**config.mk**
```make
export PLATFORM = sky130hd
export DESIGN_NAME = utf8_codepoint_decoder
export DESIGN_NICKNAME = d
export VERILOG_FILES = /design/src/rtl/ucd_pkg.sv /design/src/rtl/ucd_front.sv /design/src/rtl/ucd_queue.sv /design/src/rtl/ucd_back.sv /design/src/rtl/utf8_codepoint_decoder.sv
export SDC_FILE = /design/constraint.sdc
export NUM_CORES = 1
export LEC_CHECK = 0
export BUFFER_PORTS_ARGS = -buffer_cell sky130_fd_sc_hd__buf_2
export CAP_MARGIN = 10
export CORE_MARGIN = 2
export CORE_UTILIZATION = 45
export DETAILED_ROUTE_END_ITERATION = 8
export GPL_ROUTABILITY_DRIVEN = 0
export PLACE_DENSITY = 0.7
export SLEW_MARGIN = 25
export SYNTH_ARGS = -nofsm -noshare
export SYNTH_HDL_FRONTEND = slang
export SYNTH_SLANG_ARGS = --single-unit
```
**constraint.sdc**
```tcl
create_clock -name clk -period 17.05 [get_ports clk]
set_input_delay 0.8525 -clock clk [delete_from_list [all_inputs] [get_ports clk]]
set_output_delay 0.8525 -clock clk [all_outputs]
set_load 0.005 [all_outputs]
```
**src/rtl/ucd_pkg.sv**
```systemverilog
// shared types and constants for the utf-8 code point decoder
// used by ucd_front, ucd_queue, ucd_back and utf8_codepoint_decoder
`timescale 1ns / 1ps

package ucd_pkg;

  localparam int unsigned CP_W    = 21;
  localparam int unsigned MAX_RES = 4;
  localparam int unsigned CNT_W   = 3;   // holds 0..MAX_RES
  localparam int unsigned PART_W  = 15;  // bits gathered before the final byte

  localparam logic [CP_W-1:0] MAL_BASE = 21'h110000;
  localparam logic [CP_W-1:0] MIN_LEN2 = 21'h000080;
  localparam logic [CP_W-1:0] MIN_LEN3 = 21'h000800;
  localparam logic [CP_W-1:0] MIN_LEN4 = 21'h010000;
  localparam logic [CP_W-1:0] SURR_LO  = 21'h00D800;
  localparam logic [CP_W-1:0] SURR_HI  = 21'h00DFFF;
  localparam logic [CP_W-1:0] CP_MAX   = 21'h10FFFF;

  // expected sequence length codes
  localparam logic [2:0] LEN_NONE = 3'd0;
  localparam logic [2:0] LEN2     = 3'd2;
  localparam logic [2:0] LEN3     = 3'd3;
  localparam logic [2:0] LEN4     = 3'd4;

  typedef struct packed {
    logic [CP_W-1:0] value;
    logic            mal;
  } res_t;

  // all results caused by one input byte
  typedef struct packed {
    logic [CNT_W-1:0]       count;
    logic                   eot;
    res_t [MAX_RES-1:0]     slot;
  } cmd_t;

endpackage

```
**src/rtl/ucd_front.sv**
```systemverilog
// front end: accepts bytes, tracks the open sequence, builds the result list
// depends on ucd_pkg
`timescale 1ns / 1ps

module ucd_front (
  input  logic          clk,
  input  logic          rst,
  input  logic          in_valid,
  input  logic [7:0]    in_byte,
  input  logic          in_eot,
  input  logic          q_full,
  output logic          in_ready,
  output logic          push,
  output ucd_pkg::cmd_t cmd
);

  logic [2:0]                     exp_len, exp_len_next;
  logic [1:0]                     held, held_next;
  logic [7:0]                     lead, lead_next;
  logic [ucd_pkg::PART_W-1:0]     part, part_next;
  logic [1:0][5:0]                conts, conts_next;

  logic                           accept;
  logic                           is_cont;
  logic                           consumed;
  logic                           complete;
  logic                           cp_ok;
  logic [ucd_pkg::CP_W-1:0]       cp;
  logic [ucd_pkg::CNT_W-1:0]      n;

  assign in_ready = !q_full;
  assign accept   = in_valid && in_ready;
  assign push     = accept && (cmd.count != '0);

  assign is_cont  = (in_byte[7:6] == 2'b10);
  assign cp       = {part, in_byte[5:0]};
  assign complete = (({1'b0, held} + 3'd2) >= exp_len);

  always_comb begin
    cp_ok = 1'b1;
    if (exp_len == ucd_pkg::LEN2 && cp < ucd_pkg::MIN_LEN2) cp_ok = 1'b0;
    if (exp_len == ucd_pkg::LEN3 && cp < ucd_pkg::MIN_LEN3) cp_ok = 1'b0;
    if (exp_len == ucd_pkg::LEN4 && cp < ucd_pkg::MIN_LEN4) cp_ok = 1'b0;
    if (cp >= ucd_pkg::SURR_LO && cp <= ucd_pkg::SURR_HI) cp_ok = 1'b0;
    if (cp > ucd_pkg::CP_MAX) cp_ok = 1'b0;
  end

  always_comb begin
    exp_len_next = exp_len;
    held_next    = held;
    lead_next    = lead;
    part_next    = part;
    conts_next   = conts;
    consumed     = 1'b0;
    n            = '0;
    cmd          = '0;
    cmd.eot      = in_eot;

    if (exp_len != ucd_pkg::LEN_NONE) begin
      if (is_cont) begin
        consumed = 1'b1;
        if (complete) begin
          if (cp_ok) begin
            cmd.slot[n[1:0]] = '{value: cp, mal: 1'b0};
            n = n + 3'd1;
          end else begin
            cmd.slot[n[1:0]] = '{value: ucd_pkg::MAL_BASE | {13'd0, lead}, mal: 1'b1};
            n = n + 3'd1;
            if (held != 2'd0) begin
              cmd.slot[n[1:0]] = '{value: {13'd0, 2'b10, conts[0]}, mal: 1'b0};
              n = n + 3'd1;
            end
            if (held == 2'd2) begin
              cmd.slot[n[1:0]] = '{value: {13'd0, 2'b10, conts[1]}, mal: 1'b0};
              n = n + 3'd1;
            end
            cmd.slot[n[1:0]] = '{value: {13'd0, in_byte}, mal: 1'b0};
            n = n + 3'd1;
          end
          exp_len_next = ucd_pkg::LEN_NONE;
          held_next    = '0;
          lead_next    = '0;
          part_next    = '0;
        end else begin
          // hold this continuation and keep gathering
          conts_next[held[0]] = in_byte[5:0];
          held_next           = held + 2'd1;
          part_next           = cp[ucd_pkg::PART_W-1:0];
        end
      end else begin
        // sequence broken by a non-continuation byte
        cmd.slot[n[1:0]] = '{value: ucd_pkg::MAL_BASE | {13'd0, lead}, mal: 1'b1};
        n = n + 3'd1;
        if (held != 2'd0) begin
          cmd.slot[n[1:0]] = '{value: {13'd0, 2'b10, conts[0]}, mal: 1'b0};
          n = n + 3'd1;
        end
        if (held == 2'd2) begin
          cmd.slot[n[1:0]] = '{value: {13'd0, 2'b10, conts[1]}, mal: 1'b0};
          n = n + 3'd1;
        end
        exp_len_next = ucd_pkg::LEN_NONE;
        held_next    = '0;
        lead_next    = '0;
        part_next    = '0;
      end
    end

    if (!consumed) begin
      if (in_byte[7:5] == 3'b110) begin
        lead_next    = in_byte;
        part_next    = {10'd0, in_byte[4:0]};
        exp_len_next = ucd_pkg::LEN2;
        held_next    = '0;
      end else if (in_byte[7:4] == 4'b1110) begin
        lead_next    = in_byte;
        part_next    = {11'd0, in_byte[3:0]};
        exp_len_next = ucd_pkg::LEN3;
        held_next    = '0;
      end else if (in_byte[7:3] == 5'b11110) begin
        lead_next    = in_byte;
        part_next    = {12'd0, in_byte[2:0]};
        exp_len_next = ucd_pkg::LEN4;
        held_next    = '0;
      end else begin
        cmd.slot[n[1:0]] = '{value: {13'd0, in_byte}, mal: 1'b0};
        n = n + 3'd1;
      end
    end

    // end of text flushes whatever is still open
    if (in_eot && exp_len_next != ucd_pkg::LEN_NONE) begin
      cmd.slot[n[1:0]] = '{value: ucd_pkg::MAL_BASE | {13'd0, lead_next}, mal: 1'b1};
      n = n + 3'd1;
      if (held_next != 2'd0) begin
        cmd.slot[n[1:0]] = '{value: {13'd0, 2'b10, conts_next[0]}, mal: 1'b0};
        n = n + 3'd1;
      end
      if (held_next == 2'd2) begin
        cmd.slot[n[1:0]] = '{value: {13'd0, 2'b10, conts_next[1]}, mal: 1'b0};
        n = n + 3'd1;
      end
      exp_len_next = ucd_pkg::LEN_NONE;
      held_next    = '0;
      lead_next    = '0;
      part_next    = '0;
    end

    cmd.count = n;
  end

  always_ff @(posedge clk) begin
    if (rst) begin
      exp_len <= ucd_pkg::LEN_NONE;
      held    <= '0;
      lead    <= '0;
      part    <= '0;
    end else if (accept) begin
      exp_len <= exp_len_next;
      held    <= held_next;
      lead    <= lead_next;
      part    <= part_next;
    end
  end

  always_ff @(posedge clk) begin
    if (accept) begin
      conts <= conts_next;
    end
  end

endmodule

```
**src/rtl/ucd_queue.sv**
```systemverilog
// short queue of per-byte result lists between front and back
// depends on ucd_pkg
`timescale 1ns / 1ps

module ucd_queue #(
  parameter int unsigned DEPTH = 2
) (
  input  logic          clk,
  input  logic          rst,
  input  logic          push,
  input  ucd_pkg::cmd_t wr_cmd,
  input  logic          pop,
  output logic          full,
  output logic          empty,
  output ucd_pkg::cmd_t rd_cmd
);

  localparam int unsigned PTR_W = $clog2(DEPTH);
  localparam int unsigned CNT_W = $clog2(DEPTH + 1);

  ucd_pkg::cmd_t    mem [DEPTH];
  logic [PTR_W-1:0] wr_ptr, rd_ptr;
  logic [CNT_W-1:0] count;

  assign full   = (count == CNT_W'(DEPTH));
  assign empty  = (count == '0);
  assign rd_cmd = mem[rd_ptr];

  always_ff @(posedge clk) begin
    if (push) begin
      mem[wr_ptr] <= wr_cmd;
    end
  end

  always_ff @(posedge clk) begin
    if (rst) begin
      wr_ptr <= '0;
      rd_ptr <= '0;
      count  <= '0;
    end else begin
      if (push) begin
        wr_ptr <= (wr_ptr == PTR_W'(DEPTH - 1)) ? '0 : wr_ptr + 1'b1;
      end
      if (pop) begin
        rd_ptr <= (rd_ptr == PTR_W'(DEPTH - 1)) ? '0 : rd_ptr + 1'b1;
      end
      if (push && !pop) begin
        count <= count + 1'b1;
      end else if (pop && !push) begin
        count <= count - 1'b1;
      end
    end
  end

endmodule

```
**src/rtl/ucd_back.sv**
```systemverilog
// back end: walks the head result list into the output register, one code point per cycle
// while out_ready allows; depends on ucd_pkg
`timescale 1ns / 1ps

module ucd_back (
  input  logic                     clk,
  input  logic                     rst,
  input  logic                     q_empty,
  input  ucd_pkg::cmd_t            head,
  output logic                     pop,
  output logic                     out_valid,
  input  logic                     out_ready,
  output logic [ucd_pkg::CP_W-1:0] out_value,
  output logic                     out_mal,
  output logic                     out_last,
  output logic                     out_done
);

  logic [1:0] idx;
  logic       load;
  logic       at_last;

  assign load    = !q_empty && (!out_valid || out_ready);
  assign at_last = ({1'b0, idx} == (head.count - 3'd1));
  assign pop     = load && at_last;

  always_ff @(posedge clk) begin
    if (rst) begin
      out_valid <= 1'b0;
      idx       <= '0;
    end else begin
      if (load) begin
        out_valid <= 1'b1;
        idx       <= at_last ? 2'd0 : idx + 2'd1;
      end else if (out_ready) begin
        out_valid <= 1'b0;
      end
    end
  end

  always_ff @(posedge clk) begin
    if (load) begin
      out_value <= head.slot[idx].value;
      out_mal   <= head.slot[idx].mal;
      out_last  <= at_last;
      out_done  <= at_last && head.eot;
    end
  end

endmodule

```
**src/rtl/utf8_codepoint_decoder.sv**
```systemverilog
// utf-8 to code point decoder, top level; uses ucd_pkg, ucd_front, ucd_queue, ucd_back
// order: a byte's results are written to the queue at its transaction, then loaded one by one
//   into the output register that drives m_tvalid
// throughput: one byte per cycle while each byte gives at most one code point and m_tready
//   stays high; a byte that gives k results (malformed replay, up to 4) holds the output for k
//   transactions, the queue absorbs up to QDEPTH such lists before s_tready drops
// reset: rst synchronous active high, clears sequence state, queue pointers and m_tvalid
`timescale 1ns / 1ps

module utf8_codepoint_decoder #(
  parameter int unsigned QDEPTH = 2  // result lists buffered between front and back, >= 2
) (
  input  logic        clk,
  input  logic        rst,

  // byte input
  input  logic        s_tvalid,
  output logic        s_tready,
  input  logic [7:0]  s_tdata,   // [7:0] in_byte
  input  logic        s_tlast,   // end_of_text

  // code point output
  output logic        m_tvalid,
  input  logic        m_tready,
  output logic [23:0] m_tdata,   // [20:0] code_value, [23:21] zero
  output logic        m_tlast,   // last_of_run
  output logic [1:0]  m_tuser    // [0] malformed, [1] text_done
);

  // front to queue
  logic          push;
  logic          q_full;
  ucd_pkg::cmd_t wr_cmd;

  // queue to back
  logic          pop;
  logic          q_empty;
  ucd_pkg::cmd_t head;

  logic [ucd_pkg::CP_W-1:0] code_value;
  logic                     malformed;
  logic                     text_done;

  // front: decodes each byte transaction into a list of 0..4 results
  ucd_front u_front (
    .clk      (clk),
    .rst      (rst),
    .in_valid (s_tvalid),
    .in_byte  (s_tdata),
    .in_eot   (s_tlast),
    .q_full   (q_full),
    .in_ready (s_tready),
    .push     (push),
    .cmd      (wr_cmd)
  );

  // bytes that only open or extend a sequence push nothing
  ucd_queue #(
    .DEPTH (QDEPTH)
  ) u_queue (
    .clk    (clk),
    .rst    (rst),
    .push   (push),
    .wr_cmd (wr_cmd),
    .pop    (pop),
    .full   (q_full),
    .empty  (q_empty),
    .rd_cmd (head)
  );

  // back: one code point per output transaction, registered
  ucd_back u_back (
    .clk       (clk),
    .rst       (rst),
    .q_empty   (q_empty),
    .head      (head),
    .pop       (pop),
    .out_valid (m_tvalid),
    .out_ready (m_tready),
    .out_value (code_value),
    .out_mal   (malformed),
    .out_last  (m_tlast),
    .out_done  (text_done)
  );

  assign m_tdata = {3'b000, code_value};
  assign m_tuser = {text_done, malformed};

endmodule

```
# Word-level counts from Yosys, hierarchy flattened
# Memories as Yosys holds them, arrays and structs flattened. A register that Yosys moved wholly into a read port is not among the register bits.
# Index checks and enable logic that the tools add are counted.
[totals]
input_bits = 13
mem_bits_rw = 184
out_inout_bits = 29
ff_bits = 71
n_memories = 1
[memory_table]
columns = ["name", "words", "width", "rd", "rd_clocked_by_memory_dff", "write_ports", "line", "rtl"]
rows = [
  ["u_queue.mem", 2, 92, 1, 1, 1, "ucd_queue.sv:21", "ucd_pkg::cmd_t mem [DEPTH];"],
]
[classes]
muxes = 130
n_eq_ne = 11
n_addsub = 15
reduce_logical = 34
order_cmp = 24
[ops]
columns = ["cell", "count"]
rows = [
  ["$mux 88", 17],
  ["$bwmux 88", 7],
  ["$mux 22", 15],
  ["$demux 22 s2", 7],
  ["$mux 15", 8],
  ["$mux 3", 32],
  ["$mux 66", 1],
  ["$mux 8", 8],
  ["$bmux 22 s2", 1],
  ["$mux 12", 3],
  ["$lt 2x3->1 const B", 8],
  ["$mux 2", 12],
  ["$add 3x1->3 const B", 7],
  ["$ge 21x16->1 const B", 1],
  ["$gt 21x21->1 const B", 1],
  ["$le 21x16->1 const B", 1],
  ["$lt 21x12->1 const B", 1],
  ["$lt 21x17->1 const B", 1],
  ["$lt 21x8->1 const B", 1],
  ["$logic_and 1x1->1", 20],
  ["$mux 1", 15],
  ["$ge 2x1->1 const B", 7],
  ["$bwmux 12", 1],
  ["$mux 9", 1],
  ["21 further kinds", 38],
]

# Depth between registers and ports, before layout
[depth]
word_depth = 40
ltp_mapped = 31

# Hierarchy
# A second synthesis with hierarchy kept.
[unflattened]
hier_cells = 969
hier_area_um2 = 12873.6
[by_module_without_submodules]
columns = ["module", "instances", "cells_each", "area_per_inst_um2", "seq_area_each_um2"]
rows = [
  ["ucd_queue", 1, 308, 6871.6, 5625.4],
  ["ucd_front", 1, 580, 4470.5, 920.9],
  ["ucd_back", 1, 75, 1490.2, 780.7],
  ["utf8_codepoint_decoder", 1, 6, 41.3, 0.0],
]

# Worst setup path after synthesis
# OpenSTA, ideal clock, no wires.
[synth_timing]
kind = "register to register"
from = "reg u_front.held[0]"
to = "mem u_queue.mem[0][0] (netlist name), enable pin"
n_path_buf = 4
stages_incl_launch_ff = 28
arrival_time_ns = 8.354
path_slack_ns = 8.153
t_required_ns = 16.507
cell_sequence = "dfxtp_1 -> clkbuf_1 -> inv_1 -> ha_1 -> clkbuf_1 -> inv_1 -> ha_1 -> nand3b_1 -> a311oi_1 -> or3_1 -> buf_6 -> inv_1 -> ha_1 -> nand2b_1 -> o31ai_2 -> inv_1 -> ha_1 -> nand2_1 -> o21ai_0 -> inv_1 -> ha_1 -> nand3_1 -> or3_1 -> buf_2 -> mux2i_1 -> xnor2_1 -> o22ai_1 -> a211oi_1"
[synth_via]
elab_chain_len = 33
word_cells_on_any_way = 59
cone_classes = "add/sub (9); order compare (1); eq/ne (2); mux (41); reduce/logical (6)"
[synth_lines]
columns = ["element", "line", "rtl"]
rows = [
  ["from (decl)", "ucd_front.sv:18", "logic [1:0] held, held_next;"],
  ["from (signal assigned)", "ucd_front.sv:160", "held <= held_next;"],
  ["$reduce_bool 2->1", "ucd_front.sv:69, ucd_front.sv:94", ""],
  ["$mux 2", "ucd_front.sv:69, ucd_front.sv:94", ""],
  ["$mux 3", "ucd_front.sv:63", "if (cp_ok) begin"],
  ["$mux 3", "ucd_front.sv:62", "if (complete) begin"],
  ["$mux 3", "ucd_front.sv:60", "if (is_cont) begin"],
  ["$mux 3", "ucd_front.sv:59", "if (exp_len != ucd_pkg::LEN_NONE) begin"],
  ["$add 3x1->3", "ucd_front.sv:75", "n = n + 3'd1;"],
  ["$mux 3", "ucd_front.sv:73", "if (held == 2'd2) begin"],
  ["[17 not listed]", "-", ""],
  ["$mux 3", "ucd_front.sv:132", "if (in_eot && exp_len_next != ucd_pkg::LEN_NONE) begin"],
  ["$add 3x1->3", "ucd_front.sv:141", "n = n + 3'd1;"],
  ["$mux 3", "ucd_front.sv:139", "if (held_next == 2'd2) begin"],
  ["$mux 3 *", "ucd_front.sv:132", ""],
  ["$reduce_bool 3->1 *", "ucd_front.sv:33", "assign push = accept && (cmd.count != '0);"],
  ["$logic_and 1x1->1 *", "ucd_front.sv:33", ""],
  ["$mux 1 *", "ucd_queue.sv:30", "if (push) begin"],
  ["$mux 1 (implied by the code) *", "ucd_queue.sv:31", "mem[wr_ptr] <= wr_cmd;"],
  ["to (decl)", "ucd_queue.sv:21", ""],
]
# Every way passes the cells marked *; elsewhere a longest branch is shown, timed or not. The select of a mux whose other input is x is not followed.

# Worst setup path in the final report
[layout_timing]
from = "reg u_front.held[0]"
to = "mem u_queue.mem[0][27] (netlist name), enable pin"
# Same word-level chain as after synthesis.

==> results by group <==
Detailed routing
  – Initial DRC count: 1124
  – Met3 wire len: 2610 um
  – Wirelength per Cell: 21.8 um
  – Drc violations: 0
  – Routed vias/inst: 6.37
  – Vias: 7732
  – Top Layer Used: met4
  – M1 wire length: 11400 um
  – Number of routed nets with antenna violations: 0
  – DR pass1 iterations: 7
  – Metal2 WL: between 10000 and 15000 um
  – Drt total wl: 26500 um

Timing
  – Pins over their slew limit: 0
  – Fmax: 140 MHz
  – Setup TNS: 0 ns
  – RSZ-0062 raised after global routing: false
  – Final Hold Fails: 0
  – Worst Skew: 0.0118 ns
  – Period utilization: 41.8%
  – Slew margin rel.: 42.1%
  – Setup violators final: 0
  – Post-layout min period: 7.13 ns
  – Worst-Margin Slew: 0.861 ns

Synth
  – Top_reg_cell synth: edfxtp_1
  – Area share of and/or/nand/nor cells after synthesis: 14.3%
  – Post-Syn Area: roughly 0.0098 sq mm
  – Post-synth ARST share: 0%
  – Post-synth EDFFs: 142
  – Mux contribution to synthesized area: under 10%
  – Syn avg cell area: between 10 and 15 sq um
  – Largest area contributor in the netlist: edfxtp_1
  – Yosys reg bits: 178
  – Synth Area in Compound Gates: 19.4%
  – Top cells by area, synth: edfxtp_1 (44%), dfxtp_1 (7.4%), mux4_2 (3.9%), nand2_1 (3.5%), a21oi_1 (3.3%)
  – Xor/xnor share of the synthesized area: less than 1%
  – Top cell type's share of synthesized area: 43.6%
  – Adder-Cell Fraction of Synth Area: around 3%
  – Largest family of logic cells by synthesized area: compound AO/OA/AOI/OAI gates
  – Post-synthesis cell count: 923
  – Synth warn: 0
  – Yosys cell types: 82
  – Post-synthesis sequential area ratio: 51.0%

Cells and area
  – Footprint of the multi-input gates: approximately 0.0044 sq mm
  – Commonest non-fill, non-tap cell in the layout: edfxtp_1
  – Nets: just under 1000
  – Syn-to-layout area delta: 9.11%
  – Sequential cell area: 0.00499 sq mm
  – Fill cells: 1861
  – Number of diodes: 0
  – Share of cells above drive strength 1: 14.5%
  – Most frequent cells in the layout: edfxtp_1 (142), nand2_1 (89), nor2_1 (64), a21oi_1 (64), o21ai_0 (47)

Power
  – Flop pwr share: 47.9%
  – Leakage: 3.68 nW
  – Logic pwr share: 24.3%
  – P per Cell Area: approximately 120 mW/mm^2
  – P_int: between 0.0009 and 0.001 W
  – Maximum VDD drop: 61.8 uV
  – Psw: 0.000411 W
  – Sw frac: 31.3%
  – Clock group share of total power: between 20% and 30%
  – Total power: between 0.001 and 0.0015 W

GRT
  – Total track usage: about a quarter
  – Initial antenna violation count: 0
  – Vias in the first global route: 7240
  – Total grt overflow: 0
  – Global-route wire length before repair: 40900 um
  – Largest net degree at the start of global routing: 47

Clock tree
  – CTS tree: yes
  – Hold buffer count at cts: 0
  – Clock latency on the worst-skew pair: 0.44 ns
  – Post-CTS setup buffers: 0
  – Clock Sinks: 178
  – Clock root buffer master: clkbuf_16
  – Clock buffer depth: 2
  – H-tree depth: 4
  – CTS buffer count: 17
  – CTS clock-pin slew for the worst setup and hold paths: ~0.070 ns
  – Resized cells post-CTS: 0

Critical path
  – R2R Setup Slk: 9.92 ns
  – CP Data Required Time: 17.12 ns
  – Maximum fanout along the worst path: 46
  – CP Capture Type: flop
  – Startpoint Class: flop
  – Reg2reg end: u_queue.mem[0][27]$_DFFE_PP_
  – Critical path class: flop to flop
  – Reg-to-Reg Start: u_front.held[0]$_SDFFE_PP0P_
  – CP Data Arrival Time: 7.20 ns
  – Worst Reg-to-Reg Cells: 24

Die
  – Initial Util: a little under half
  – IO Count: 42
  – Full die area: 0.0229 sq mm
  – Core area: 0.0212 sq mm
  – Die height: 151 um
  – Die width: 151 um
  – Placement Rows: 53

Hold path
  – Worst hold path depth: 2
  – Hold Path Origin: u_front.lead[0]$_SDFFE_PP0P_
  – Hold endpoint: u_front.lead[0]$_SDFFE_PP0P_
  – HP Class: flop to flop

Run
  – Maxcap violations: 0

Outcome
  – Status: completed

Placed design
  – Placed wire-length estimate: 18400 um
  – IO buf count: 38
## how the worst max path moves through the flow
stage / start / end / slack [ns]
final: u_front.held[0]$_SDFFE_PP0P_ / u_queue.mem[0][27]$_DFFE_PP_ / 9.92
after CTS: u_front.held[0]$_SDFFE_PP0P_ / u_queue.mem[0][46]$_DFFE_PP_ / 10.0
after global routing: u_front.held[0]$_SDFFE_PP0P_ / u_queue.mem[0][50]$_DFFE_PP_ / 9.45
after floorplan: u_front.held[0]$_SDFFE_PP0P_ / u_queue.mem[0][0]$_DFFE_PP_ / 8.15
after detailed placement: s_tdata[7] / u_queue.mem[0][1]$_DFFE_PP_ / 9.93
after global placement: s_tdata[7] / u_queue.mem[0][1]$_DFFE_PP_ / 10.23
## per-layer routing
metal	vias up	GRT usage, %
met2	466	35.0
met5	-	0
met1	3686	33.9
met4	0	9.21
met3	75	5.18
li1	3505	-
## state kept, by name (all words and copies together) (netlist names), named ones only
signal and cells:
u_queue.count 2, u_front.lead 8, u_front.conts 12, u_front.exp_len 3
u_back.out_last 1, u_back.out_mal 1, u_back.out_done 1, u_back.out_value 21
u_back.out_valid 1, u_queue.mem 106, u_front.held 2, u_back.idx 2
u_front.part 15, u_queue.rd_ptr 1, u_queue.wr_ptr 1
## stage by stage
| stage | utilization (%) | std cells | hold slack, ns | worst slack [ns] | instance area, sq um |
|---|---|---|---|---|---|
| 6_report | 50.5 | 1213 | 0.488 | 9.92 | 10700 |
| 2_1_floorplan | - | 925 | 0.439 | 8.15 | 9790 |
| 3_3_place_gp | 47.8 | 1181 | 0.467 | 10.23 | 10100 |
| 3_5_place_dp | 47.8 | 1181 | 0.471 | 9.93 | 10100 |
| 4_1_cts | 50.4 | 1213 | 0.482 | 10.0 | 10700 |
| 5_1_grt | 50.5 | 1213 | 0.503 | 9.45 | 10700 |
## synth_stat cells (all sizes together) (3+ instances only)
| library cell | count |
|---|---|
| a211oi | 8 |
| a21boi | 8 |
| a21o | 5 |
| a21oi | 65 |
| a221oi | 4 |
| a22oi | 27 |
| a2bb2oi | 6 |
| a311oi | 3 |
| a31oi | 22 |
| a32oi | 6 |
| and2 | 4 |
| and3 | 17 |
| buf | 23 |
| clkbuf | 44 |
| dfxtp | 36 |
| edfxtp | 142 |
| ha | 24 |
| inv | 32 |
| mux2 | 6 |
| mux2i | 22 |
| mux4 | 17 |
| nand2 | 93 |
| nand2b | 11 |
| nand3 | 28 |
| nand4 | 8 |
| nor2 | 65 |
| nor2b | 17 |
| nor3 | 14 |
| nor3b | 4 |
| nor4 | 6 |
| o211ai | 11 |
| o21a | 7 |
| o21ai | 52 |
| o21bai | 4 |
| o221ai | 15 |
| o22ai | 11 |
| o31ai | 7 |
| or2 | 7 |
| or3 | 6 |
| xnor2 | 6 |
| xor2 | 3 |
## cell type report
cell class	count	area share (%)
clock buffers	18	4.02
clock inverters	14	1.16
inverters	34	1.20
multi-input cells	646	41.2
flip-flops and latches	178	46.7
well taps	275	3.22
repair buffers	48	2.49
## critical path, cell delays in order (launching register included)
cell and delay [ns]:
dfxtp_1 0.41, inv_1 0.18, ha_1 0.55, clkinv_1 0.37, ha_1 0.43, nand3b_1 0.09
a311oi_1 0.22, or3_1 0.38, inv_1 0.08, ha_1 0.28, nand2b_1 0.18, o31ai_2 0.17
inv_1 0.18, ha_1 0.35, nand2_1 0.06, o21ai_0 0.15, inv_1 0.13, ha_1 0.15
nand3_1 0.05, or3_1 0.54, mux2i_1 0.21, xnor2_1 0.30, o22ai_1 0.18, a211oi_4 0.47
buf_4 0.58
## power by group through the flow
stage	Sequential [W]	Clock, W	Combinational [W]
4_1_cts	0.000630	0.000372	0.000320
3_3_place_gp	0.000636	0	0.000313
3_5_place_dp	0.000639	0	0.000319
5_1_grt	0.000638	0.000387	0.000350
6_report	0.000629	0.000366	0.000319
2_1_floorplan	0.000625	0	0.000227
## logic make-up after synthesis
logic type,Yosys count
adder cells (fa/ha/maj),24
buffers and inverters,101
flip-flops,178
XOR/XNOR,9
AND/OR/NAND/NOR,285
AO/OA/AOI/OAI,280
other,1
multiplexers,45
No activity file was read; power rests on OpenSTA's default activity.
